`config.mk`:
```
export PLATFORM = sky130hd
export DESIGN_NAME = positional_array_list_core
export DESIGN_NICKNAME = d
export VERILOG_FILES = /design/src/hdl/pal_pkg.sv /design/src/hdl/positional_array_list_core.sv /design/src/hdl/pal_ctrl.sv /design/src/hdl/pal_dpath.sv
export SDC_FILE = /design/constraint.sdc
export NUM_CORES = 1
export LEC_CHECK = 0
export BUFFER_PORTS_ARGS = -buffer_cell sky130_fd_sc_hd__buf_2
export CORE_MARGIN = 1
export CORE_UTILIZATION = 56
export CTS_BUF_LIST = sky130_fd_sc_hd__clkbuf_8 sky130_fd_sc_hd__clkbuf_16
export CTS_CLUSTER_SIZE = 30
export DETAILED_ROUTE_END_ITERATION = 8
export GPL_TIMING_DRIVEN = 1
export PLACE_DENSITY = 0.8
export REMOVE_ABC_BUFFERS = 1
export SLEW_MARGIN = 20
export SYNTH_ARGS = -nofsm -noshare
export SYNTH_HDL_FRONTEND = slang
export SYNTH_SLANG_ARGS = --single-unit
```
`constraint.sdc`:
```
create_clock -name clk_i -period 3.81 [get_ports clk_i]
set_input_delay 0.1905 -clock clk_i [delete_from_list [all_inputs] [get_ports clk_i]]
set_output_delay 0.1905 -clock clk_i [all_outputs]
set_load 0.03 [all_outputs]
```
`src/hdl/pal_pkg.sv`:
```
// Shared types and constants for the positional array list core.
// Holds action and status codes, controller states and the command/flag structs.
// No dependencies.
`default_nettype none

package pal_pkg;

  // Default list capacity
  localparam int CAPACITY_DEF = 16;

  // Fixed field widths of the request and result items
  localparam int ACTION_W = 2;
  localparam int POS_W    = 4;
  localparam int VALUE_W  = 32;
  localparam int STATUS_W = 2;
  localparam int COUNT_W  = 5;

  // Action codes
  localparam logic [ACTION_W-1:0] ACT_INSERT = 2'd0;
  localparam logic [ACTION_W-1:0] ACT_REMOVE = 2'd1;
  localparam logic [ACTION_W-1:0] ACT_READ   = 2'd2;

  // Status codes
  localparam logic [STATUS_W-1:0] ST_OK     = 2'd0;
  localparam logic [STATUS_W-1:0] ST_FULL   = 2'd1;
  localparam logic [STATUS_W-1:0] ST_EMPTY  = 2'd2;
  localparam logic [STATUS_W-1:0] ST_BADPOS = 2'd3;

  // Controller states
  typedef enum logic [3:0] {
    S_IDLE,
    S_DECODE,
    S_INS_CHK,
    S_INS_RD,
    S_INS_WR,
    S_INS_NEW,
    S_RM_RD,
    S_RM_CAP,
    S_RM_CHK,
    S_RM_RD2,
    S_RM_WR,
    S_RD_RD,
    S_RD_CAP,
    S_DONE
  } state_e;

  // Memory read address select
  typedef enum logic [1:0] {
    RD_POS,
    RD_IDX,
    RD_IDX_M1
  } rd_sel_e;

  // Memory write address/data select
  typedef enum logic [1:0] {
    WR_UP,
    WR_DOWN,
    WR_NEW
  } wr_sel_e;

  // Commands from controller to datapath
  typedef struct packed {
    logic                load_req;
    logic                idx_from_cnt;
    logic                idx_from_pos;
    logic                idx_inc;
    logic                idx_dec;
    logic                rd_en;
    rd_sel_e             rd_sel;
    logic                wr_en;
    wr_sel_e             wr_sel;
    logic                cnt_inc;
    logic                cnt_dec;
    logic                res_clear;
    logic                res_capture;
    logic                status_load;
    logic [STATUS_W-1:0] status_code;
  } pal_cmd_t;

  // Status from datapath to controller
  typedef struct packed {
    logic [ACTION_W-1:0] action;
    logic                full;
    logic                empty;
    logic                pos_gt_cnt;
    logic                pos_ge_cnt;
    logic                idx_eq_pos;
    logic                idx_eq_cnt;
  } pal_flags_t;

endpackage

`default_nettype wire

```
`src/hdl/positional_array_list_core.sv`:
```
// Top level of the positional array list core.
// Joins the controller (pal_ctrl) and the datapath (pal_dpath); uses pal_pkg.
//
// A request is taken when start_i is high while busy_o is low. Its single
// result appears on status_o, result_value_o and entry_count_o for exactly
// one cycle with done_o high; the receiver cannot stall it, so it must take
// the result in that cycle. Entries sit in a single-port-write, single-port-
// read memory, and inserts and removes move one entry per read/write pair.
// busy_o stays high from the accepting edge until the result is shown with
// done_o; a refused request goes from decode straight to done, while inserts
// and removes run longer the more entries lie after the position. The next
// request can be taken in the cycle after done_o.
// The entry memory needs no clearing after reset.
`default_nettype none

module positional_array_list_core #(
  parameter int CAPACITY = pal_pkg::CAPACITY_DEF
) (
  input  wire logic                                clk_i,
  input  wire logic                                rst_ni,
  input  wire logic                                start_i,
  output logic                                     busy_o,
  input  wire logic        [pal_pkg::ACTION_W-1:0] action_i,
  input  wire logic        [pal_pkg::POS_W-1:0]    position_i,
  input  wire logic signed [pal_pkg::VALUE_W-1:0]  value_i,
  output logic                                     done_o,
  output logic             [pal_pkg::STATUS_W-1:0] status_o,
  output logic signed      [pal_pkg::VALUE_W-1:0]  result_value_o,
  output logic             [pal_pkg::COUNT_W-1:0]  entry_count_o
);

  pal_pkg::pal_cmd_t   cmd;
  pal_pkg::pal_flags_t flags;

  // Sequencer
  pal_ctrl u_ctrl (
    .clk_i   (clk_i),
    .rst_ni  (rst_ni),
    .start_i (start_i),
    .flags_i (flags),
    .cmd_o   (cmd),
    .busy_o  (busy_o),
    .done_o  (done_o)
  );

  // Storage and arithmetic
  pal_dpath #(
    .CAPACITY (CAPACITY)
  ) u_dpath (
    .clk_i          (clk_i),
    .rst_ni         (rst_ni),
    .cmd_i          (cmd),
    .action_i       (action_i),
    .position_i     (position_i),
    .value_i        (value_i),
    .flags_o        (flags),
    .status_o       (status_o),
    .result_value_o (result_value_o),
    .entry_count_o  (entry_count_o)
  );

endmodule

`default_nettype wire

```
`src/hdl/pal_ctrl.sv`:
```
// Controller state machine of the positional array list core.
// Decodes the registered request and steps the datapath through shift loops.
// Depends on pal_pkg.
`default_nettype none

module pal_ctrl (
  input  wire logic            clk_i,
  input  wire logic            rst_ni,
  input  wire logic            start_i,
  input  wire pal_pkg::pal_flags_t flags_i,
  output pal_pkg::pal_cmd_t    cmd_o,
  output logic                 busy_o,
  output logic                 done_o
);

  pal_pkg::state_e state_q, state_d;
  logic [pal_pkg::STATUS_W-1:0] dec_status;

  // State register
  always_ff @(posedge clk_i or negedge rst_ni) begin
    if (!rst_ni) begin
      state_q <= pal_pkg::S_IDLE;
    end else begin
      state_q <= state_d;
    end
  end

  // Request check against the current fill
  always_comb begin
    dec_status = pal_pkg::ST_OK;
    priority if (flags_i.action == pal_pkg::ACT_INSERT) begin
      if (flags_i.full)            dec_status = pal_pkg::ST_FULL;
      else if (flags_i.pos_gt_cnt) dec_status = pal_pkg::ST_BADPOS;
    end else if (flags_i.action == pal_pkg::ACT_REMOVE) begin
      if (flags_i.empty)           dec_status = pal_pkg::ST_EMPTY;
      else if (flags_i.pos_ge_cnt) dec_status = pal_pkg::ST_BADPOS;
    end else if (flags_i.action == pal_pkg::ACT_READ) begin
      if (flags_i.pos_ge_cnt)      dec_status = pal_pkg::ST_BADPOS;
    end else begin
      dec_status = pal_pkg::ST_BADPOS;
    end
  end

  // Next state
  always_comb begin
    state_d = state_q;
    unique case (state_q)
      pal_pkg::S_IDLE: begin
        if (start_i) state_d = pal_pkg::S_DECODE;
      end
      pal_pkg::S_DECODE: begin
        if (dec_status != pal_pkg::ST_OK)               state_d = pal_pkg::S_DONE;
        else if (flags_i.action == pal_pkg::ACT_INSERT) state_d = pal_pkg::S_INS_CHK;
        else if (flags_i.action == pal_pkg::ACT_REMOVE) state_d = pal_pkg::S_RM_RD;
        else                                            state_d = pal_pkg::S_RD_RD;
      end
      pal_pkg::S_INS_CHK: begin
        state_d = flags_i.idx_eq_pos ? pal_pkg::S_INS_NEW : pal_pkg::S_INS_RD;
      end
      pal_pkg::S_INS_RD:  state_d = pal_pkg::S_INS_WR;
      pal_pkg::S_INS_WR:  state_d = pal_pkg::S_INS_CHK;
      pal_pkg::S_INS_NEW: state_d = pal_pkg::S_DONE;
      pal_pkg::S_RM_RD:   state_d = pal_pkg::S_RM_CAP;
      pal_pkg::S_RM_CAP:  state_d = pal_pkg::S_RM_CHK;
      pal_pkg::S_RM_CHK: begin
        state_d = flags_i.idx_eq_cnt ? pal_pkg::S_DONE : pal_pkg::S_RM_RD2;
      end
      pal_pkg::S_RM_RD2:  state_d = pal_pkg::S_RM_WR;
      pal_pkg::S_RM_WR:   state_d = pal_pkg::S_RM_CHK;
      pal_pkg::S_RD_RD:   state_d = pal_pkg::S_RD_CAP;
      pal_pkg::S_RD_CAP:  state_d = pal_pkg::S_DONE;
      pal_pkg::S_DONE:    state_d = pal_pkg::S_IDLE;
      default:            state_d = pal_pkg::S_IDLE;
    endcase
  end

  // Datapath commands
  always_comb begin
    cmd_o        = '0;
    cmd_o.rd_sel = pal_pkg::RD_POS;
    cmd_o.wr_sel = pal_pkg::WR_NEW;
    unique case (state_q)
      pal_pkg::S_IDLE: begin
        cmd_o.load_req = start_i;
      end
      pal_pkg::S_DECODE: begin
        cmd_o.status_load  = 1'b1;
        cmd_o.status_code  = dec_status;
        cmd_o.res_clear    = 1'b1;
        cmd_o.idx_from_cnt = 1'b1;
      end
      pal_pkg::S_INS_RD: begin
        cmd_o.rd_en  = 1'b1;
        cmd_o.rd_sel = pal_pkg::RD_IDX_M1;
      end
      pal_pkg::S_INS_WR: begin
        cmd_o.wr_en   = 1'b1;
        cmd_o.wr_sel  = pal_pkg::WR_UP;
        cmd_o.idx_dec = 1'b1;
      end
      pal_pkg::S_INS_NEW: begin
        cmd_o.wr_en   = 1'b1;
        cmd_o.wr_sel  = pal_pkg::WR_NEW;
        cmd_o.cnt_inc = 1'b1;
      end
      pal_pkg::S_RM_RD, pal_pkg::S_RD_RD: begin
        cmd_o.rd_en  = 1'b1;
        cmd_o.rd_sel = pal_pkg::RD_POS;
      end
      pal_pkg::S_RM_CAP: begin
        cmd_o.res_capture  = 1'b1;
        cmd_o.idx_from_pos = 1'b1;
      end
      pal_pkg::S_RM_CHK: begin
        cmd_o.cnt_dec = flags_i.idx_eq_cnt;
      end
      pal_pkg::S_RM_RD2: begin
        cmd_o.rd_en  = 1'b1;
        cmd_o.rd_sel = pal_pkg::RD_IDX;
      end
      pal_pkg::S_RM_WR: begin
        cmd_o.wr_en   = 1'b1;
        cmd_o.wr_sel  = pal_pkg::WR_DOWN;
        cmd_o.idx_inc = 1'b1;
      end
      pal_pkg::S_RD_CAP: begin
        cmd_o.res_capture = 1'b1;
      end
      default: begin
      end
    endcase
  end

  assign busy_o = (state_q != pal_pkg::S_IDLE);
  assign done_o = (state_q == pal_pkg::S_DONE);

endmodule

`default_nettype wire

```
`src/hdl/pal_dpath.sv`:
```
// Datapath of the positional array list core: request registers, entry memory,
// fill count, shift index and result registers. Depends on pal_pkg.
`default_nettype none

module pal_dpath #(
  parameter int CAPACITY = pal_pkg::CAPACITY_DEF
) (
  input  wire logic                                clk_i,
  input  wire logic                                rst_ni,
  input  wire pal_pkg::pal_cmd_t                   cmd_i,
  input  wire logic        [pal_pkg::ACTION_W-1:0] action_i,
  input  wire logic        [pal_pkg::POS_W-1:0]    position_i,
  input  wire logic signed [pal_pkg::VALUE_W-1:0]  value_i,
  output pal_pkg::pal_flags_t                      flags_o,
  output logic             [pal_pkg::STATUS_W-1:0] status_o,
  output logic signed      [pal_pkg::VALUE_W-1:0]  result_value_o,
  output logic             [pal_pkg::COUNT_W-1:0]  entry_count_o
);

  localparam int AW = $clog2(CAPACITY);
  localparam int CW = $clog2(CAPACITY + 1);
  localparam int PW = pal_pkg::POS_W;
  localparam int WW = (CW > PW) ? CW : PW;
  localparam int VW = pal_pkg::VALUE_W;
  localparam int OW = pal_pkg::COUNT_W;

  // Registered request
  logic [pal_pkg::ACTION_W-1:0] action_q;
  logic [PW-1:0]                pos_q;
  logic [VW-1:0]                value_q;

  // Fill count and shift index
  logic [CW-1:0] count_q, count_d;
  logic [CW-1:0] idx_q, idx_d;

  // Entry memory
  logic [VW-1:0] mem [CAPACITY];
  logic [VW-1:0] rdata_q;
  logic [AW-1:0] raddr, waddr;
  logic [VW-1:0] wdata;

  // Result registers
  logic [pal_pkg::STATUS_W-1:0] status_q;
  logic [VW-1:0]                res_q;

  logic [WW-1:0] pos_w, cnt_w, idx_w;

  // Request capture
  always_ff @(posedge clk_i) begin
    if (cmd_i.load_req) begin
      action_q <= action_i;
      pos_q    <= position_i;
      value_q  <= value_i;
    end
  end

  // Fill count
  always_comb begin
    count_d = count_q;
    if (cmd_i.cnt_inc)      count_d = count_q + CW'(1);
    else if (cmd_i.cnt_dec) count_d = count_q - CW'(1);
  end

  always_ff @(posedge clk_i or negedge rst_ni) begin
    if (!rst_ni) begin
      count_q <= '0;
    end else begin
      count_q <= count_d;
    end
  end

  // Shift index: walks down from count on insert, up from pos+1 on remove
  always_comb begin
    idx_d = idx_q;
    priority if (cmd_i.idx_from_cnt) idx_d = count_q;
    else if (cmd_i.idx_from_pos)     idx_d = CW'(pos_q) + CW'(1);
    else if (cmd_i.idx_inc)          idx_d = idx_q + CW'(1);
    else if (cmd_i.idx_dec)          idx_d = idx_q - CW'(1);
    else                             idx_d = idx_q;
  end

  always_ff @(posedge clk_i) begin
    idx_q <= idx_d;
  end

  // Address and data selection
  always_comb begin
    unique case (cmd_i.rd_sel)
      pal_pkg::RD_IDX:    raddr = AW'(idx_q);
      pal_pkg::RD_IDX_M1: raddr = AW'(idx_q - CW'(1));
      default:            raddr = AW'(pos_q);
    endcase
  end

  always_comb begin
    unique case (cmd_i.wr_sel)
      pal_pkg::WR_UP: begin
        waddr = AW'(idx_q);
        wdata = rdata_q;
      end
      pal_pkg::WR_DOWN: begin
        waddr = AW'(idx_q - CW'(1));
        wdata = rdata_q;
      end
      default: begin
        waddr = AW'(pos_q);
        wdata = value_q;
      end
    endcase
  end

  // Single write port, single registered read port
  always_ff @(posedge clk_i) begin
    if (cmd_i.wr_en) mem[waddr] <= wdata;
    if (cmd_i.rd_en) rdata_q <= mem[raddr];
  end

  // Result registers
  always_ff @(posedge clk_i) begin
    if (cmd_i.status_load) status_q <= cmd_i.status_code;
    if (cmd_i.res_clear)        res_q <= '0;
    else if (cmd_i.res_capture) res_q <= rdata_q;
  end

  // Flags for the controller
  assign pos_w = WW'(pos_q);
  assign cnt_w = WW'(count_q);
  assign idx_w = WW'(idx_q);

  always_comb begin
    flags_o.action     = action_q;
    flags_o.full       = (count_q == CW'(CAPACITY));
    flags_o.empty      = (count_q == '0);
    flags_o.pos_gt_cnt = (pos_w > cnt_w);
    flags_o.pos_ge_cnt = (pos_w >= cnt_w);
    flags_o.idx_eq_pos = (idx_w == pos_w);
    flags_o.idx_eq_cnt = (idx_q == count_q);
  end

  assign status_o       = status_q;
  assign result_value_o = res_q;
  assign entry_count_o  = OW'(count_q);

endmodule

`default_nettype wire

```
==> qor.yml <==
outcome:
  status: "finished, final reports clean"
grt:
  antenna_found_initial: 0
  grt_pass1_wl_microns: 85800
  grt-ovfl-total: 0
  first_global_vias: 14200
  grt_max_degree: 50
  grt_usage_pct: 25.8
setup_path:
  critical_path_class: "register to register"
  worstPathRequired_ns: 4.17
  setup.worst_path.end_class: "register"
  worst_ep_arrival_time_ns: 3.87
  worstPathCellList: "nor2_1 -> nand3_1 -> inv_1 -> ha_1 -> mux2i_1 -> o21ai_4 -> buf_12 -> mux2i_1 -> o22ai_1 -> o21ai_1 -> o21ai_1"
  worstPathMaxFanout: 45
  crit_path_top_delay_cell: "o21ai_4"
  max_stage_delay_ns: 0.64
  crit_path_start_kind: "register"
power:
  cellLeakagePower_nw: 10.1
  peakVddDrop_uv: 558
  p_per_area_nw_per_um2: 766
yosys:
  async_reset_ff_share_pct: 1.43
  syn_area_sq_um: 25100
  synth_edf_count: 589
  synthTopCellsByArea: "edfxtp_1 71%, mux2i_1 10%, o22ai_1 3.3%"
  syn_area_per_cell_sq_um: 16.1
  synth.distinct_cells: 65
  yosys-top-cells-count: "589 x edfxtp_1, 258 x mux2i_1, 132 x o22ai_1, 96 x nand2_1, 71 x o21ai_1"
  ys_ff_latch: 630
  synth-warning-count: 0
  seq_area_frac_synth_pct: 74.0
  synth_area_leader_cell: "edfxtp_1"
  synth_top_area_share_pct: 70.5
  synth_flop_cell: "edfxtp_1"
  synth_cells: 1560
  synthMostInstantiatedCell: "edfxtp_1"
detailed_routing:
  wirelength_microns: 58200
  via_per_inst: 6.15
  num_vias: 14500
  firstDrtPassIters: 7
  drt_iter0_markers: 1563
  ant_nets: 0
  post_drt_wl_per_cell_microns: 24.7
  drc: 0
place:
  routabilityCongestion: 0.854
  io_buffers: 81
  placed_cells: 2202
  dp_hpwl_microns: 32000
timing:
  rsz0062_at_grt: "no"
  fin_crit_sh_pct: 92.3
  whs_ns: 0.269
  fmax_mhz: 284
  worst_slew_pin_slew_ns: 1.08
  hold_viol: 0
  setup-tns-final_ns: 0
  max_slew_margin_pct: 27.9
  slew_violations: 0
  fin_skew_ns: 0.0212
  fin_crit_ns: 3.52
  setup_violations: 0
clocking:
  insertion_delay_ns: 0.63
  cts.path.max_buffers: 3
  cts_tree: "yes"
  cts-root-buf: "clkbuf_16"
  cts_resized: 0
  cts_hold_buf: 41
  numCtsBuffers: 60
  cts_sinks: 630
  ctsHtreeMaxLevel: 2
  path_clk_slew_ns: 0.06
  postCtsSetupBuffers: 0
die:
  die_h_microns: 214
  die_x_microns: 214
  core_sq_um: 44200
  die_area_sq_um: 45600
  io_pins: 82
  num_rows: 77
  initial_core_util_pct: 56.7
layout:
  insertedDiodeCount: 0
  finish.utilization_pct: 65.2
  finalNetCount: 1767
  drive_gt1_share_pct: 16.6
  area_growth_pct: 14.9
  stdcell_count: 2355
hold_path:
  min_path_type: "input pin to register"
job:
  cap_violations: 0
cell usage in the layout (no fill, tap or decap), types with 12 or more instances in the layout:
cell           instances
mux2_2                33
clkinv_1              13
clkinv_2              13
ha_1                  12
nor2_1                48
mux2i_1              258
o22ai_1              132
buf_12                14
dlygate4sd3_1         41
nor2_4                16
edfxtp_1             589
dfxtp_1               32
clkbuf_16             61
inv_1                 24
o21ai_1               71
nand2_1               94
xnor2_1               17
buf_4                 43
buf_2                 81
a21oi_1               45
report_power, final:
group	switching (W)	internal (W)
Combinational	0.00439	0.00231
Sequential	0.000527	0.00910
Clock	0.00255	0.00318
Total	0.00747	0.0146
final cells by class:
| class | count | area [sq um] |
|---|---|---|
| clock inverter | 47 | 313 |
| multi-input combinational | 828 | 6160 |
| clock buffer | 65 | 1580 |
| inverter | 14 | 52.6 |
| tap | 592 | 741 |
| sequential | 630 | 18600 |
| fill | 2962 | 15400 |
| timing repair buffer | 179 | 1420 |
worst max-delay path: cells and delay by family (launching register included):
kind / cells / cell delay (ns)
buffers and inverters: 2 / 0.49
DFF: 1 / 0.51
and+or+nand+nor: 2 / 0.46
muxes: 2 / 0.41
adders and majority gates: 1 / 0.25
AOI/OAI and AO/OA: 4 / 1.07
through the flow:
step / setup slack (ns) / instance area (sq um) / total power (W)
6_report: 0.293 / 28800 / 0.0221
5_1_grt: 0.0831 / 28800 / 0.0229
4_1_cts: 0.394 / 28800 / 0.0221
3_5_place_dp: 0.445 / 26500 / 0.0163
3_3_place_gp: 0.612 / 26500 / 0.0161
2_1_floorplan: -8.22 / 24600 / 0.0148
final timing paths:
kind / startpoint / endpoint / slack [ns] / cells past startpoint
max: u_ctrl.state_q[2]$_DFFE_PN0P_ / u_dpath.rdata_q[18]$_DFFE_PP_ / 0.29 / 11
min: value_i[15] / u_dpath.value_q[15]$_DFFE_PP_ / 0.27 / 2
max reg2reg: u_ctrl.state_q[2]$_DFFE_PN0P_ / u_dpath.rdata_q[18]$_DFFE_PP_ / 0.29 / 11
min reg2reg: u_dpath.result_value_o[18]$_SDFFE_PP0P_ / u_dpath.result_value_o[18]$_SDFFE_PP0P_ / 0.45 / 2
max in group asynchronous: rst_ni / u_dpath.entry_count_o[0]$_DFFE_PN0P_ / 2.91 / 3
min in group asynchronous: rst_ni / u_ctrl.state_q[3]$_DFFE_PN0P_ / 0.57 / 3
state kept, by name, indices dropped and copies added (netlist names):
register and count:
u_dpath.status_o 2, u_dpath.entry_count_o 5, u_dpath.idx_q 5, u_dpath.rdata_q 32, u_dpath.result_value_o 32, u_dpath.value_q 32, u_dpath.action_q 2, u_dpath.pos_q 4
u_dpath.mem 512, u_ctrl.state_q 4
cells by family (layout without fill, tap and decap cells):
group                      count (synthesis)  after routing  share of synthesized area [%]
and+or+nand+nor                          212            212                           3.77
adders and majority gates                 13             13                          0.678
AOI/OAI and AO/OA                        288            288                           6.85
buffers and inverters                    102            305                           2.11
xor gates and xnor gates                  23             23                          0.803
muxes                                    292            292                           11.8
DFF                                      630            630                           74.0
routing by layer:
layer  GRT usage [%]  share of wire, %  vias to the layer above
li1                -                 -                     6370
met1            34.9                41                     7311
met2            43.1                49                      699
met3            4.06               7.7                      115
met4            8.25               2.4                        0
met5               0                 0                        -
Note: power is estimated with default switching activity, not from simulation.
